<file path="config.mk">
export PLATFORM = sky130hd
export DESIGN_NAME = motor_fader_position_controller
export DESIGN_NICKNAME = d
export VERILOG_FILES = /design/src/mfpc_pkg.sv /design/src/mfpc_core.sv /design/src/motor_fader_position_controller.sv
export SDC_FILE = /design/constraint.sdc
export NUM_CORES = 1
export LEC_CHECK = 0
export ABC_CLOCK_PERIOD_IN_PS = 22000
export BUFFER_PORTS_ARGS = -buffer_cell sky130_fd_sc_hd__buf_4
export CAP_MARGIN = 20
export CORE_MARGIN = 2
export CORE_UTILIZATION = 50
export DETAILED_ROUTE_END_ITERATION = 7
export PLACE_DENSITY = 0.68
export SYNTH_ARGS = -nofsm -noshare
export SYNTH_HDL_FRONTEND = slang
export SYNTH_SLANG_ARGS = --single-unit
</file>
<file path="constraint.sdc">
create_clock -name aclk -period 22 [get_ports aclk]
set_clock_uncertainty 0.15 [all_clocks]
set_input_delay 3.3 -clock aclk [delete_from_list [all_inputs] [get_ports aclk]]
set_output_delay 3.3 -clock aclk [all_outputs]
set_load 0.02 [all_outputs]
</file>
<file path="src/mfpc_pkg.sv">
`timescale 1ns / 1ps
`default_nettype none
// ---------------------------------------------------------------------------
// mfpc_pkg
// Types, register codes and scaling functions shared by the motor fader
// position controller.
// ---------------------------------------------------------------------------
package mfpc_pkg;

    localparam int POS_W       = 12;
    localparam int LEVEL_W     = 16;
    localparam int TIME_W      = 32;
    localparam int MS_W        = 8;
    localparam int CFG_DATA_W  = 12;
    localparam int CFG_INDEX_W = 3;

    // register indexes of the configuration port
    typedef enum logic [CFG_INDEX_W-1:0] {
        CFG_TOUCH_THRESHOLD    = 3'd0,
        CFG_STOP_TOLERANCE     = 3'd1,
        CFG_SLOW_ZONE          = 3'd2,
        CFG_PULSE_LENGTH_MS    = 3'd3,
        CFG_REPORT_INTERVAL_MS = 3'd4,
        CFG_REPORT_DELTA       = 3'd5,
        CFG_MOTOR_PRESENT      = 3'd6
    } cfg_index_t;

    typedef enum logic [1:0] {
        DRV_BRAKE    = 2'd0,
        DRV_FORWARD  = 2'd1,
        DRV_BACKWARD = 2'd2
    } drive_t;

    typedef struct packed {
        logic [POS_W-1:0]   wiper_position;
        logic [POS_W-1:0]   touch_sample;
        logic [TIME_W-1:0]  now_ms;
        logic               target_load;
        logic [LEVEL_W-1:0] target_level;
        logic               button_chosen;
    } in_item_t;

    typedef struct packed {
        logic [1:0]         motor_drive;
        logic               report_valid;
        logic [LEVEL_W-1:0] report_level;
        logic               touched;
        logic               target_active;
    } out_item_t;

    typedef struct packed {
        logic [POS_W-1:0] touch_threshold;
        logic [POS_W-1:0] stop_tolerance;
        logic [POS_W-1:0] slow_zone;
        logic [MS_W-1:0]  pulse_length_ms;
        logic [MS_W-1:0]  report_interval_ms;
        logic [POS_W-1:0] report_delta;
        logic             motor_present;
    } cfg_t;

    typedef struct packed {
        logic [1:0]        touch_count;
        logic              touch_state;
        logic              was_touched;
        logic              target_valid;
        logic [POS_W-1:0]  target_position;
        logic              sent_valid;
        logic [POS_W-1:0]  sent_position;
        logic [TIME_W-1:0] last_report_time;
        logic [TIME_W-1:0] pulse_start_time;
        logic              pulse_active;
        drive_t            drive_state;
    } ctl_state_t;

    localparam logic [1:0] TOUCH_COUNT_MAX = 2'd3;

    // floor(level * 4095 / 65535): level / 16 is exact or one too high
    function automatic logic [POS_W-1:0] level_to_pos(input logic [LEVEL_W-1:0] level);
        logic [POS_W-1:0] q;
        logic [27:0]      num;
        logic [27:0]      prod;
        q    = level[LEVEL_W-1:4];
        num  = {level, 12'd0} - {12'd0, level};
        prod = {q, 16'd0} - {16'd0, q};
        if (num < prod) begin
            q = q - 12'd1;
        end
        return q;
    endfunction

    // floor(pos * 65535 / 4095) = pos * 16 + floor(pos / 273)
    function automatic logic [LEVEL_W-1:0] pos_to_level(input logic [POS_W-1:0] pos);
        logic [19:0] prod;
        logic [3:0]  q;
        logic [12:0] bound;
        prod  = {pos, 8'd0} - {4'd0, pos, 4'd0};
        q     = prod[19:16];
        bound = 13'((17'(q) + 17'd1) * 17'd273);
        if ({1'b0, pos} >= bound) begin
            q = q + 4'd1;
        end
        return {pos, 4'd0} + {12'd0, q};
    endfunction

endpackage
`default_nettype wire

</file>
<file path="src/mfpc_core.sv">
`timescale 1ns / 1ps
`default_nettype none
// ---------------------------------------------------------------------------
// mfpc_core
// Next-state and result logic for one fader sample.
// ---------------------------------------------------------------------------
module mfpc_core
    import mfpc_pkg::*;
(
    input  cfg_t       cfg,
    input  ctl_state_t state_cur,
    input  in_item_t   item,
    output ctl_state_t state_nxt,
    output out_item_t  result
);

    logic [POS_W-1:0]  tgt_pos;
    logic [POS_W-1:0]  err_mag;
    drive_t            err_dir;
    logic [POS_W-1:0]  sent_mag;
    logic [TIME_W-1:0] report_age;
    logic [TIME_W-1:0] pulse_age;
    logic              touch_hit;

    assign tgt_pos    = item.target_load ? level_to_pos(item.target_level)
                                         : state_cur.target_position;
    assign err_mag    = (tgt_pos > item.wiper_position) ? tgt_pos - item.wiper_position
                                                        : item.wiper_position - tgt_pos;
    assign err_dir    = (tgt_pos > item.wiper_position) ? DRV_BACKWARD : DRV_FORWARD;
    assign sent_mag   = (item.wiper_position > state_cur.sent_position)
                        ? item.wiper_position - state_cur.sent_position
                        : state_cur.sent_position - item.wiper_position;
    // wrapping time differences
    assign report_age = item.now_ms - state_cur.last_report_time;
    assign pulse_age  = item.now_ms - state_cur.pulse_start_time;
    assign touch_hit  = item.touch_sample > cfg.touch_threshold;

    always_comb begin
        state_nxt = state_cur;
        result    = '0;

        if (item.target_load) begin
            state_nxt.target_position = tgt_pos;
            state_nxt.target_valid    = 1'b1;
        end

        // saturating touch qualifier
        if (touch_hit) begin
            if (state_cur.touch_count == TOUCH_COUNT_MAX) begin
                state_nxt.touch_state = 1'b1;
            end else begin
                state_nxt.touch_count = state_cur.touch_count + 2'd1;
            end
        end else begin
            if (state_cur.touch_count == 2'd0) begin
                state_nxt.touch_state = 1'b0;
            end else begin
                state_nxt.touch_count = state_cur.touch_count - 2'd1;
            end
        end

        if (state_nxt.touch_state) begin
            if (state_nxt.target_valid) begin
                state_nxt.target_valid = 1'b0;
                state_nxt.drive_state  = DRV_BRAKE;
            end
            if (report_age > TIME_W'(cfg.report_interval_ms) && item.button_chosen &&
                (!state_cur.sent_valid || sent_mag > cfg.report_delta)) begin
                state_nxt.sent_position    = item.wiper_position;
                state_nxt.sent_valid       = 1'b1;
                state_nxt.last_report_time = item.now_ms;
                result.report_valid        = 1'b1;
                result.report_level        = pos_to_level(item.wiper_position);
            end
            state_nxt.was_touched = 1'b1;
        end else begin
            if (state_cur.was_touched) begin
                state_nxt.was_touched = 1'b0;
                state_nxt.sent_valid  = 1'b0;
            end
            if (cfg.motor_present && state_nxt.target_valid) begin
                if (err_mag < cfg.stop_tolerance) begin
                    state_nxt.drive_state  = DRV_BRAKE;
                    state_nxt.target_valid = 1'b0;
                end else if (err_mag < cfg.slow_zone) begin
                    if (!state_cur.pulse_active) begin
                        state_nxt.pulse_start_time = item.now_ms;
                        state_nxt.pulse_active     = 1'b1;
                        state_nxt.drive_state      = err_dir;
                    end else if (pulse_age > TIME_W'(cfg.pulse_length_ms)) begin
                        state_nxt.drive_state  = DRV_BRAKE;
                        state_nxt.pulse_active = 1'b0;
                    end
                end else begin
                    state_nxt.drive_state = err_dir;
                end
            end
        end

        result.motor_drive   = state_nxt.drive_state;
        result.touched       = state_nxt.touch_state;
        result.target_active = state_nxt.target_valid;
    end

endmodule
`default_nettype wire

</file>
<file path="src/motor_fader_position_controller.sv">
`timescale 1ns / 1ps
`default_nettype none
// an accepted beat waits in the input register until the output register is free
// throughput: one beat per cycle, limited only by the result channel's ready
// reset: aresetn low at a clock edge empties both registers, clears the control
//   state and restores every configuration register to its documented default
// ---------------------------------------------------------------------------
// motor_fader_position_controller
// Touch-qualified motorized fader controller: drives the motor toward a target
// level and reports changed positions while the fader is touched.
// ---------------------------------------------------------------------------
module motor_fader_position_controller
    import mfpc_pkg::*;
(
    input  wire                          aclk,
    input  wire                          aresetn,
    // sample channel
    input  wire                          s_valid,
    output logic                         s_ready,
    input  in_item_t                     s_data,
    // result channel
    output logic                         m_valid,
    input  wire                          m_ready,
    output out_item_t                    m_data,
    // configuration write port
    input  wire                          cfg_wr_en,
    input  wire  [CFG_INDEX_W-1:0]       cfg_index,
    input  wire  [CFG_DATA_W-1:0]        cfg_wdata
);

    // configuration registers
    cfg_t       cfg_reg;

    // input register stage
    logic       in_valid_reg;
    in_item_t   in_data_reg;

    // output register stage
    logic       out_valid_reg;
    out_item_t  out_data_reg;

    // controller state, updated once per beat that moves to the output stage
    ctl_state_t state_reg;
    ctl_state_t state_next;
    out_item_t  result_next;

    logic       advance;

    // the output register frees up in the same cycle it is taken, so while m_ready
    // stays high beats flow every cycle without a bubble
    assign advance = in_valid_reg && (!out_valid_reg || m_ready);
    assign s_ready = !in_valid_reg || advance;
    assign m_valid = out_valid_reg;
    assign m_data  = out_data_reg;

    // configuration decode; index seven is ignored
    always_ff @(posedge aclk) begin
        if (!aresetn) begin
            cfg_reg.touch_threshold    <= 12'd600;
            cfg_reg.stop_tolerance     <= 12'd400;
            cfg_reg.slow_zone          <= 12'd800;
            cfg_reg.pulse_length_ms    <= 8'd15;
            cfg_reg.report_interval_ms <= 8'd10;
            cfg_reg.report_delta       <= 12'd15;
            cfg_reg.motor_present      <= 1'b1;
        end else if (cfg_wr_en) begin
            unique case (cfg_index)
                CFG_TOUCH_THRESHOLD:    cfg_reg.touch_threshold    <= cfg_wdata;
                CFG_STOP_TOLERANCE:     cfg_reg.stop_tolerance     <= cfg_wdata;
                CFG_SLOW_ZONE:          cfg_reg.slow_zone          <= cfg_wdata;
                CFG_PULSE_LENGTH_MS:    cfg_reg.pulse_length_ms    <= cfg_wdata[MS_W-1:0];
                CFG_REPORT_INTERVAL_MS: cfg_reg.report_interval_ms <= cfg_wdata[MS_W-1:0];
                CFG_REPORT_DELTA:       cfg_reg.report_delta       <= cfg_wdata;
                CFG_MOTOR_PRESENT:      cfg_reg.motor_present      <= cfg_wdata[0];
                default: begin
                end
            endcase
        end
    end

    // input stage
    always_ff @(posedge aclk) begin
        if (!aresetn) begin
            in_valid_reg <= 1'b0;
        end else if (s_ready) begin
            in_valid_reg <= s_valid;
        end
    end

    always_ff @(posedge aclk) begin
        if (s_valid && s_ready) begin
            in_data_reg <= s_data;
        end
    end

    // per-sample control logic
    mfpc_core u_core (
        .cfg       (cfg_reg),
        .state_cur (state_reg),
        .item      (in_data_reg),
        .state_nxt (state_next),
        .result    (result_next)
    );

    // state commits only when the beat leaves the input stage; all zero is brake
    always_ff @(posedge aclk) begin
        if (!aresetn) begin
            state_reg <= '0;
        end else if (advance) begin
            state_reg <= state_next;
        end
    end

    // output stage
    always_ff @(posedge aclk) begin
        if (!aresetn) begin
            out_valid_reg <= 1'b0;
        end else if (advance) begin
            out_valid_reg <= 1'b1;
        end else if (m_ready) begin
            out_valid_reg <= 1'b0;
        end
    end

    always_ff @(posedge aclk) begin
        if (advance) begin
            out_data_reg <= result_next;
        end
    end

    // a report is only produced while the fader is held
    a_report_needs_touch: assert property (@(posedge aclk) disable iff (!aresetn)
        m_valid && m_data.report_valid |-> m_data.touched)
        else $error("report without qualified touch");

    // no stale level leaks out on a sample without a report
    a_level_zero_idle: assert property (@(posedge aclk) disable iff (!aresetn)
        m_valid && !m_data.report_valid |-> m_data.report_level == 16'd0)
        else $error("report level set without report");

    // touching the fader always cancels a pending target
    a_touch_cancels_target: assert property (@(posedge aclk) disable iff (!aresetn)
        m_valid && m_data.touched |-> !m_data.target_active)
        else $error("target pending while touched");

    // touch is only qualified after the counter has saturated
    a_touch_after_count: assert property (@(posedge aclk) disable iff (!aresetn)
        $rose(state_reg.touch_state) |-> state_reg.touch_count == TOUCH_COUNT_MAX)
        else $error("touch qualified before counter saturated");

endmodule
`default_nettype wire

</file>
==> results of run 1 <==
## cell families after synthesis
logic type | count (synthesis)
xor+xnor | 120
fa+ha+maj | 232
compound gates | 535
mux | 106
buf+inv | 283
simple gates | 649
flops | 258
## report_power, final
group	internal [uW]	total [uW]	switching, uW
Clock	310	527	216
Combinational	146	346	200
Sequential	516	535	19.3
## tightest hold or removal path, cell delays in order, from the launching register on
cell	delay (ps)
dfxtp_1	310
nand2_1	50
a21oi_1	50
## metrics by stage
| step | hold slack [ps] | instance area (um2) | utilization, % |
|---|---|---|---|
| final | 305 | 21000 | 57.1 |
| after global routing | 322 | 21000 | 57.1 |
| after CTS | 306 | 20900 | 57.0 |
| after detailed placement | 297 | 19900 | 54.1 |
| after global placement | 292 | 19900 | 54.1 |
| after floorplan | 283 | 18700 | - |
## placed cells by master, fill, tap and decap left out, drive strengths merged, types with 7 or more instances in the layout
master     n
nand4     32
and2      25
nand2    308
nor4       9
xnor2     80
inv      211
nand2b    23
a211oi    14
a21o      77
mux2       8
a31oi     13
o21bai    10
nand3     32
mux2i     98
edfxtp    95
clkinv     9
nor2     125
a21oi    185
a2111oi    7
and3      15
or3        8
a221oi     7
o2111ai    9
o211ai    29
o21a      30
buf      124
nor2b     20
o21ai     95
dfxtp    163
ha       226
xor2      40
clkbuf    44
nor3      30
a21boi     8
## worst max path at each step
stage                         start             to  cells past startpoint
floorplan            in_data_reg[9]   state_reg[4]                     45
global placement     in_data_reg[9]  state_reg[30]                     39
detailed placement   in_data_reg[9]  state_reg[30]                     41
CTS                 in_data_reg[11]  state_reg[30]                     39
global route        in_data_reg[11]     m_data[19]                     41
finish              in_data_reg[11]     m_data[19]                     40
## per-layer routing
| layer | vias to the layer above | track usage (%) | routed length, um |
|---|---|---|---|
| met5 | - | 0 | 0 |
| met4 | 0 | 6.35 | 1190 |
| met3 | 69 | 3.35 | 2640 |
| met2 | 396 | 39.9 | 21400 |
| met1 | 7311 | 35.4 | 23400 |
| li1 | 7854 | - | - |
## layout make-up
type	instances	area [um2]
Timing Repair Buffer	125	961
Inverter	210	788
Fill cell	3254	15700
Sequential cell	258	6120
Clock buffer	43	936
Multi-Input combinational cell	1642	11500
Clock inverter	15	128
Tap cell	468	586
==> qor.txt, run 1 <==
Dpl ws: 10690 ps
Final setup viols: 0
Initial Util: 51.0%
Critical path's top delay family: compound AO/OA/AOI/OAI gates
Synth Area in Simple Gates: 15.7%
Max incr delay on CP: 850 ps
Crit path launch type: flop
DRC: 0
Top FF cell, synth: dfxtp_1
CP endpoint kind: flop
Avg Vias per Cell: 5.66
Hold buffer count at CTS: 0
Max reg flops: 96
Area of the mapped netlist: 18700 um2
Maximum root-to-sink buffer count: 3
Critical path arrival: 11380 ps
Min-delay worst type: flop to flop
Synth top area cells: dfxtp_1, edfxtp_1, ha_1
Area growth from synthesis to layout: 12.1%
R2R Path Start: in_data_reg[11]
I/O Pins: 117
Antenna cell count: 0
Worst slew pin tran: 1090 ps
Die H: 197 um
Count of cell types in the netlist: 74
Postcts setup bufs: 0
Number of global-route vias before repair: 14835
Asr flop ratio synth: 0%
Total grt overflow: 0
Post-Place Cells: 2700
Gpl congestion: 0.929
CTS buffer count: 31
Routed wire length: 48600 um
Final Worst Setup Slack: 10780 ps
Die width: 197 um
H-tree depth: 1
Worst VDD drop: 0.0000737 V
CTS resizes: 0
Pre-antenna DRT Iters: 5
PwrDens: 67.1 nW/um2
CTS root buf: clkbuf_16
Sequential share of the synthesized area: 32.7%
Die area: 39000 um2
Top cells by count, synth: nand2_1, ha_1, inv_1, a21oi_1, dfxtp_1
FF-to-FF End: m_data[19]
WL per Instance: 17.6 um
P_leak: 0.00856 uW
Cell mode on critical path: a21o_1
Number of enable flip-flop cells after synthesis: 95
Global-route wire length before repair: 78100 um
Yosys warns: 0
Layout Nets: 2594
Mapped Avg Cell Area: 8.57 um2
Core area: 36700 um2
Synth Area in Adders: 15.8%
Antenna Nets Post-Route: 0
Via count: 15630
Synth Area in Compound Gates: 18.4%
R2R Setup Slk: 10780 ps
Largest family of logic cells by synthesized area: compound AO/OA/AOI/OAI gates
Worst path slowest cell: nor4_1
Rel. slew slack: 27.5%
Synth top area share: 17.4%
Largest net degree at the start of global routing: 86
Setup TNS: 0 ps
Synth Area in XOR/XNOR: 5.62%
Cells after Synth: 2183
Crit path buf inv count: 0
Final period utilization: 51.0%
Clock Latency Late Sink: 590 ps
Cell with the most instances after synthesis: nand2_1
PortBufs: 116
Critical Path RT: 22160 ps
Endpoints failing hold: 0
HPWL Detailed: 36900 um
Initial drt markers: 980
Syn_nets: 2509
RSZ-0062 raised after global routing: no
GRT Util Overall: 24.9%
Synth area leader: dfxtp_1
Min-delay src: cfg_reg[46]
CTS tree: built
Power Total: 1410 uW
Critical path type: flop to flop
Max_cap viols: 0
Endpoint, Worst Hold: cfg_reg[46]
Initial antenna violation count: 0
Hold path cells: 2
Filler-free cell count of the finished design: 2761
Fmax: 89.1 MHz
Clock sinks: 258
R2R cell count: 40
Crit path max fanout: 19
Synth Register Bits: 258
Mux share of post-synthesis cell area: 5.72%
CTS clock-pin slew for the worst setup and hold paths: 60 ps
Status: completed
Layout cells sized above 1: 8.90%
Slew Viols, Final: 0
Row count: 70
Final min period: 11220 ps
Power figures use the tool's default switching activity.
==> inputs of run 2 (changes only) <==
ABC_CLOCK_PERIOD_IN_PS = 9250   (was 22000)
PLACE_DENSITY = 0.7   (was 0.68)
clock period = 9.25 ns   (was 22 ns; I/O delays follow)
==> run 2 against run 1 <==
Power increased by 140%; non-clock buffer count rose by 55; sequential power grew 140%; sequential cell count is the same; largest cell class unchanged.
==> qor.txt, run 2 (same netlist as run 1, synthesis figures left out) <==
Pre-antenna DRT Iters: 5
Die H: 197 um
Clock sinks: 258
Layout Nets: 2648
Worst slew pin tran: 1180 ps
CTS root buf: clkbuf_16
CTS buffer count: 30
Final period utilization: 94.8%
Worst VDD drop: 0.000143 V
Final min period: 8770 ps
Critical Path RT: 9530 ps
Max_cap viols: 0
CP endpoint kind: flop
Initial drt markers: 1015
Critical path type: flop to flop
Sw Ratio: 30.9%
Die width: 197 um
Number of global-route vias before repair: 15185
Endpoints failing hold: 0
Status: completed
Slew Viols, Final: 0
HPWL Detailed: 37200 um
Hold buffer count at CTS: 0
Total grt overflow: 0
Worst path slowest cell: and4b_4
Area growth from synthesis to layout: 15.8%
Initial antenna violation count: 0
Avg Vias per Cell: 5.71
Via count: 16054
Layout cells sized above 1: 12.6%
Fmax: 114 MHz
Crit path max fanout: 8
Setup TNS: 0 ps
Max reg flops: 96
Sw power: 1050 uW
Internal power: 2350 uW
Combinational share of power: 26.6%
Rel. slew slack: 21.5%
Antenna cell count: 0
Placed cell area: 20100 um2
DRC: 0
PwrDens: 157 nW/um2
Max incr delay on CP: 420 ps
Gpl congestion: 0.942
GRT Util Overall: 25.3%
Maximum root-to-sink buffer count: 3
CTS tree: built
Min-delay worst type: flop to flop
Commonest non-fill, non-tap cell in the layout: nand2_1
Final setup viols: 0
I/O Pins: 117
Largest net degree at the start of global routing: 86
P_leak: 0.00890 uW
Initial Util: 51.0%
Clock power share: 36.0%
Die area: 39000 um2
PortBufs: 116
Core area: 36700 um2
Antenna Nets Post-Route: 0
CTS clock-pin slew for the worst setup and hold paths: 60 ps
H-tree depth: 1
Finished Cell Area: 21700 um2
Crit path launch type: flop
Critical path arrival: 9050 ps
WL per Instance: 17.9 um
Cell mode on critical path: a21o_1
Most frequent cells in the layout: nand2_1, ha_1, inv_1
Sequential power share: 37.4%
Clock Latency Late Sink: 600 ps
Global-route wire length before repair: 79600 um
Routed wire length: 50300 um
Row count: 70
run 2: cell count changes in the layout (fill, tap and decap cells not counted), moves of 4 or more:
| cell | change |
|---|---|
| buf_4 | +49 |
| mux2i_1 | -5 |
| clkinvlp_4 | -4 |
| inv_2 | +4 |
| mux2i_4 | +4 |
| nor3_1 | -4 |
| o21ai_0 | -4 |
| xnor2_1 | -4 |
| xnor2_2 | +4 |
run 2: power by group through the flow:
| stage | combinational [uW] | sequential (uW) | clock (uW) |
|---|---|---|---|
| finish | 904 | 1270 | 1220 |
| global route | 1000 | 1280 | 1290 |
| CTS | 849 | 1270 | 1250 |
| detailed placement | 828 | 1290 | 0 |
| global placement | 810 | 1290 | 0 |
| floorplan | 593 | 1280 | 0 |
run 2: worst paths after layout:
check / end / depth (start not counted) / from / slack (ps)
hold reg to reg: cfg_reg[30] / 2 / cfg_reg[30] / 300
setup / recovery: state_reg[27] / 44 / in_data_reg[8] / 480
setup reg to reg: state_reg[27] / 44 / in_data_reg[8] / 480
hold / removal: cfg_reg[30] / 2 / cfg_reg[30] / 300
run 2: metal layers:
layer	share of wire, %	vias up	global-route usage (%)
met5	0	-	0
li1	-	7963	-
met2	46	394	41.6
met4	2.7	0	7.30
met1	46	7609	34.6
met3	5.2	88	3.43
run 2: final cells by class:
cell class / instances / area [um2]
multi-input cells: 1642 / 11700
flip-flops and latches: 258 / 6120
clock inverters: 11 / 115
clock buffers: 45 / 900
fillers: 3252 / 15000
repair buffers: 180 / 1460
well taps: 468 / 586
inverters: 210 / 788
run 2: what timing repair did:
action                     4_1_cts  5_1_grt
gates resized for setup         10       54
buffers inserted                 3       17
setup endpoints to repair       36       37
gates cloned                     1        3
pin swaps                        1       19
run 2: worst max-delay path: cells and delay by family (launching register included):
kind	cells	cell delay, ps
AO/OA/AOI/OAI	21	3590
XOR/XNOR	3	470
adder cells (fa/ha/maj)	4	1060
buffers and inverters	4	720
flip-flops	1	410
multiplexers	2	420
AND/OR/NAND/NOR	10	1780
run 2: per-stage QoR:
step           util, %  hold WS (ps)  cells  total power, uW  setup WS (ps)
2_1_floorplan        -           283   2183             1880            154
3_3_place_gp      54.8           292   2732             2100            218
3_5_place_dp      54.8           297   2732             2120           -228
4_1_cts           57.8           305   2792             3370           45.7
5_1_grt           59.0           320   2814             3570          -48.4
6_report          59.0           302   2814             3400            482
==> inputs of run 3 (changes only) <==
CORE_ASPECT_RATIO = 1.75   (was not set)
==> run 3 against run 2 <==
Fmax fell by 2.0%; combinational power rose by 4.8%; clock power fell by 6%; global-route usage rose by 2.7 points; core utilization fell by 0.23 points; cell count rose by 0.21%; register-to-register slack got worse by 180 ps; sequential share of layout area barely moved; critical path type unchanged; largest power group unchanged; highest routed layer unchanged.
==> qor.txt, run 3 (same netlist as run 1, synthesis figures left out) <==
Final Worst Setup Slack: 299 ps
Largest net degree at the start of global routing: 78
Hold buffer count at CTS: 0
Row count: 93
Min-delay src: cfg_reg[39]
Crit path launch type: flop
WL per Instance: 19.6 um
Avg Vias per Cell: 5.76
Final setup viols: 0
Crit path max fanout: 8
Gpl congestion: 0.955
H-tree depth: 1
Die width: 150 um
R2R Setup Slk: 300 ps
Clock sinks: 258
CTS clock-pin slew for the worst setup and hold paths: 60 ps
GRT Util Overall: 28.0%
CTS buffer count: 27
Min-delay worst type: flop to flop
Max reg flops: 96
Die area: 39000 um2
Clock Latency Late Sink: 580 ps
Worst VDD drop: 0.000182 V
Max incr delay on CP: 530 ps
Rel. slew slack: 26.7%
Initial Util: 50.7%
Initial antenna violation count: 0
CP endpoint kind: flop
Die H: 260 um
Layout Nets: 2650
Commonest non-fill, non-tap cell in the layout: nand2_1
Critical Path RT: 9520 ps
Dpl ws: -328 ps
Maximum root-to-sink buffer count: 3
Initial drt markers: 697
Via count: 16249
I/O Pins: 117
Slew Viols, Final: 0
Total grt overflow: 0
R2R cell count: 40
Max_cap viols: 0
Finished Cell Area: 21700 um2
Layout cells sized above 1: 13.1%
Routed wire length: 55300 um
R2R Path Start: in_data_reg[1]
Worst path slowest cell: or4_1
P_leak: 0.00889 uW
Pre-antenna DRT Iters: 5
PwrDens: 155 nW/um2
Status: completed
CTS root buf: clkbuf_16
DRC: 0
Final period utilization: 96.8%
Area growth from synthesis to layout: 15.9%
Endpoint, Worst Hold: cfg_reg[39]
Most frequent cells in the layout: nand2_1, ha_1, inv_1
Placed cell area: 20100 um2
FF-to-FF End: state_reg[13]
Antenna cell count: 0
Worst slew pin tran: 1090 ps
Hold path cells: 2
Fmax: 112 MHz
Global-route wire length before repair: 85300 um
Number of global-route vias before repair: 16673
Critical path arrival: 9220 ps
PortBufs: 116
Endpoints failing hold: 0
Critical path type: flop to flop
HPWL Detailed: 42900 um
Core area: 36900 um2
Antenna Nets Post-Route: 0
Final min period: 8950 ps
CTS tree: built
[run 3: repair_timing]
item,CTS,global route
pin swaps,0,25
endpoints found under the setup margin,36,39
cloned,1,2
buffers inserted,0,22
gates resized for setup,9,67
[run 3: final cells by class]
cell class                      count  area [um2]
Fill cell                        3337       15200
Multi-Input combinational cell   1642       11800
Sequential cell                   258        6120
Timing Repair Buffer              185        1500
Inverter                          210         788
Clock buffer                       32         758
Tap cell                          475         594
Clock inverter                     18         166
[run 3: layer usage]
metal / global-route usage (%) / routed length (um)
met5: 0 / 0
met2: 55.8 / 30300
met3: 3.79 / 2070
met1: 24.7 / 18100
met4: 20.4 / 4800
[run 3: stage by stage]
stage          std cells  hold slack (ps)  power [uW]  setup TNS (ps)  util, %
3_5_place_dp        2740              296        2150           -8720     54.6
2_1_floorplan       2183              283        1880               0        -
3_3_place_gp        2740              292        2130            -144     54.6
4_1_cts             2791              306        3320               0     57.3
6_report            2820              305        3360               0     58.8
5_1_grt             2820              320        3530           -3090     58.8
[run 3: worst max-delay path: cells and delay by family (launching register included)]
| family | cells | cell delay, ps |
|---|---|---|
| fa+ha+maj | 4 | 1170 |
| simple gates | 8 | 1670 |
| buf+inv | 4 | 710 |
| xor+xnor | 2 | 400 |
| flops | 1 | 410 |
| mux | 4 | 1160 |
| compound gates | 18 | 3130 |
[run 3: power breakdown]
part | switching, uW | total (uW) | internal [uW]
Sequential | 39.5 | 1270 | 1230
Combinational | 540 | 947 | 408
Clock | 499 | 1150 | 649
[run 3: how the worst max path moves through the flow]
stage | start | to | slack, ps | depth (start not counted)
floorplan | in_data_reg[9] | state_reg[4] | 150 | 45
global placement | in_data_reg[13] | state_reg[0] | -30 | 42
detailed placement | in_data_reg[13] | state_reg[0] | -330 | 42
CTS | in_data_reg[13] | state_reg[25] | 40 | 43
global route | in_data_reg[8] | state_reg[8] | -120 | 43
finish | in_data_reg[1] | state_reg[13] | 300 | 40
